<file path="src/hdl/tcph_pkg.sv">
package tcph_pkg;

   localparam int TCPH_BINS        = 256;
   localparam int TCPH_COUNT_WIDTH = 24;
   localparam int TCPH_CHANNELS    = 3;

   localparam int VALUE_WIDTH        = 8;
   localparam int CHANNEL_CODE_WIDTH = 2;
   localparam int OUT_COUNT_WIDTH    = 24;

   localparam logic OP_ACCUMULATE = 1'b0;
   localparam logic OP_READ       = 1'b1;

   typedef enum logic [1:0] {
      ST_CLEAR,
      ST_IDLE,
      ST_FINISH
   } tcph_state_type;

   typedef struct packed {
      logic accept;
      logic clear_en;
      logic commit;
      logic load_rsp;
   } tcph_cmd_type;

   typedef struct packed {
      logic clear_last;
      logic item_is_read;
      logic rsp_free;
   } tcph_status_type;

endpackage

</file>
<file path="src/hdl/tcph_controller.sv">
module tcph_controller
   import tcph_pkg::*;
(
   input  logic            clock,
   input  logic            reset,
   input  logic            req_valid,
   output logic            req_ready,
   input  tcph_status_type status,
   output tcph_cmd_type    cmd
);

   tcph_state_type state_ff;
   tcph_state_type state_in;

   always_ff @(posedge clock) begin
      if (reset) begin
         state_ff <= ST_CLEAR;
      end else begin
         state_ff <= state_in;
      end
   end

   always_comb begin
      state_in  = state_ff;
      req_ready = 1'b0;
      cmd       = '0;
      case (state_ff)
         ST_CLEAR: begin
            cmd.clear_en = 1'b1;
            if (status.clear_last) begin
               state_in = ST_IDLE;
            end
         end
         ST_IDLE: begin
            req_ready  = 1'b1;
            cmd.accept = req_valid;
            if (req_valid) begin
               state_in = ST_FINISH;
            end
         end
         ST_FINISH: begin
            if (status.item_is_read) begin
               if (status.rsp_free) begin
                  cmd.load_rsp = 1'b1;
                  state_in     = ST_IDLE;
               end
            end else begin
               cmd.commit = 1'b1;
               state_in   = ST_IDLE;
            end
         end
         default: begin
            state_in = ST_CLEAR;
         end
      endcase
   end

endmodule

</file>
<file path="config.mk">
export PLATFORM = sky130hd
export DESIGN_NAME = tcph_controller
export DESIGN_NICKNAME = d
export VERILOG_FILES = /design/src/hdl/tcph_pkg.sv /design/src/hdl/tcph_controller.sv
export SDC_FILE = /design/constraint.sdc
export NUM_CORES = 1
export LEC_CHECK = 0
export ABC_AREA = 1
export BUFFER_PORTS_ARGS = -buffer_cell sky130_fd_sc_hd__buf_2
export CAP_MARGIN = 40
export CORE_AREA = 2 2 39 41
export DETAILED_ROUTE_END_ITERATION = 10
export DIE_AREA = 0 0 41 43
export PLACE_DENSITY = 0.37
export SKIP_CTS_REPAIR_TIMING = 1
export SLEW_MARGIN = 20
export SYNTH_ARGS = -nofsm -noshare
export SYNTH_HDL_FRONTEND = slang
export SYNTH_SLANG_ARGS = --single-unit
</file>
<file path="constraint.sdc">
create_clock -name clock -period 0.9 [get_ports clock]
set_input_delay 0.135 -clock clock [delete_from_list [all_inputs] [get_ports clock]]
set_output_delay 0.135 -clock clock [all_outputs]
set_load 0.02 [all_outputs]
</file>
==> results.toml <==
[layout]
largest_reg_flops = 2
regArea_um2 = 42.54
top_register = "state_ff"
area_growth_pct = 110.2
final_util_pct = 20.52
antenna_cells = 0
multi_input_area_um2 = 76.32
instances_no_fill = 57
final_cell_mix = "buf_4, nor2_1, buf_2"
nFillCells = 169
final_common_cell = "buf_4"
drive_above_1_share_pct = 63.41
nets = 49
reg.largest.list = "state_ff x2"

[route]
ant_nets = 0
drt-total-wl_um = 357
drtPass1Iterations = 1
viasPerCell = 3.298
vias = 188
wire_per_inst_um = 6.263
remaining_drc_errors = 0
drtIter0Drc = 0

[timing]
slew_headroom_pct = 91.34
setup_violations = 5
fin_crit_ps = 1130
finalWorstSetupSlack_ps = -230.3
finalHoldViolCount = 0
tightestPinTransition_ps = 128.5
min_period_over_period_pct = 125.6
skew_ps = 3.199
slew_violations = 0
clock.fmax_ghz = 0.8847
tns_ps = -921.0
rsz0062_at_grt = "yes"
holdWs_ps = 83.55

[worst_hold_path]
hp-start = "reset"
worst_hold_path_type = "input pin to flop"
hold_depth = 2

[setup_path]
worstRegToRegCells = 6
crit_start = "state_ff[1]"
cp_max_fo = 3
criticalPathCategory = "flop to primary output"
required_ps = 760
r2r-start = "state_ff[1]"
cp-end-kind = "primary output"
startpoint_type = "flop"
worst-endpoint-arrival_ps = 1000

[global_routing]
grt_pass1_vias = 160
grt_pass1_wl_um = 538
grt_max_degree = 6
grt.total_usage_pct = 4.810
grt.overflow.total = 0
grt_antenna_before_repair = 0

[logic_synthesis]
synth_nets = 30
yosysTopAreaCellShare_pct = 29.63
ys_seq_area_share_pct = 29.63
yosysTopAreaCell = "dfxtp_1"
synth.distinct_cells = 10
synth.area.top_cells = "dfxtp_1, inv_1, nand2_1, nor2_1, a21oi_2"
synth_area_um2 = 135.1
syn_inst = 24
synth_seq_cells = 2
syn_area_per_cell_um2 = 5.630
ys_warn_count = 0

[place]
place.gp.congestion = 0.6602
portBuffers = 10
dp.cells = 54

[clock_tree]
cts_tree = "done"
clock-sinks = 2
cts_inserted_buffers = 3
clock_latency_ps = 220
htree_levels = 1
cts-root-buf = "clkbuf_4"
clk_transition_reported_paths_ps = 30
cts.path.max_buffers = 2

[flow_run]
drv_cap = 0

[outcome]
failed_checks = "negative setup slack"
status = "complete, but fails checks"

[floorplan]
die-area_um2 = 1763
die_h_um = 43
core_um2 = 1384
start_util_pct = 9.765
io_pins = 11
fp-row-count = 14
die_w_um = 41

[pwr]
p_leak_nw = 0.1608
ir_drop_mv = 0.5070
finalPower_mw = 0.4063
power_density_nw_per_um2 = 1431
-- layer usage --
metal / track usage [%] / part of all wire [%]
met1: 5.112 / 42
met2: 6.250 / 51
met3: 4.712 / 5.9
met4: 2.000 / 0
met5: 0 / 0
-- power breakdown --
group / internal (mW) / total [mW] / switching (mW)
clock network: 0.147 / 0.194 / 0.0475
logic: 0.0524 / 0.106 / 0.0532
registers: 0.0973 / 0.106 / 0.00906
-- worst max-delay path, stage by stage, from the launching register on --
cell,delay (ps)
dfxtp_2,330
inv_2,50
nor2_4,110
inv_2,40
nor2_1,100
buf_4,140
-- per-stage QoR --
step	setup slack, ps	area [um^2]
finish	-230.3	284.0
global route	-288.3	284.0
CTS	-276.0	257.7
detailed placement	-28.04	235.2
global placement	-31.75	235.2
floorplan	-55.15	135.1
-- worst paths after layout --
path | to | slack (ps)
max | cmd[0] | -230
min | state_ff[1] | 80
max reg2reg | state_ff[0] | 40
min reg2reg | state_ff[0] | 550
-- Yosys cell counts --
| cell type | instances |
|---|---|
| o21ai_0 | 1 |
| nor2_1 | 5 |
| nand2_1 | 5 |
| nor2_2 | 1 |
| nand3_1 | 1 |
| inv_1 | 6 |
| dfxtp_1 | 2 |
| inv_2 | 1 |
| a21oi_2 | 1 |
| nand2_2 | 1 |
-- cells by family (layout without fill, tap and decap cells) --
family | after synthesis | after routing | share of synthesized area [%]
AOI/OAI and AO/OA | 2 | 2 | 10.18
buffers and inverters | 7 | 24 | 19.44
and+or+nand+nor | 13 | 13 | 40.75
DFF | 2 | 2 | 29.63
-- area by class of cell --
type	instances	share of cell area, %
flip-flops and latches	2	14.98
repair buffers	14	33.92
multi-input cells	15	26.87
inverters	7	9.251
well taps	16	7.048
clock buffers	3	7.930
(Power assumes the default switching activity.)
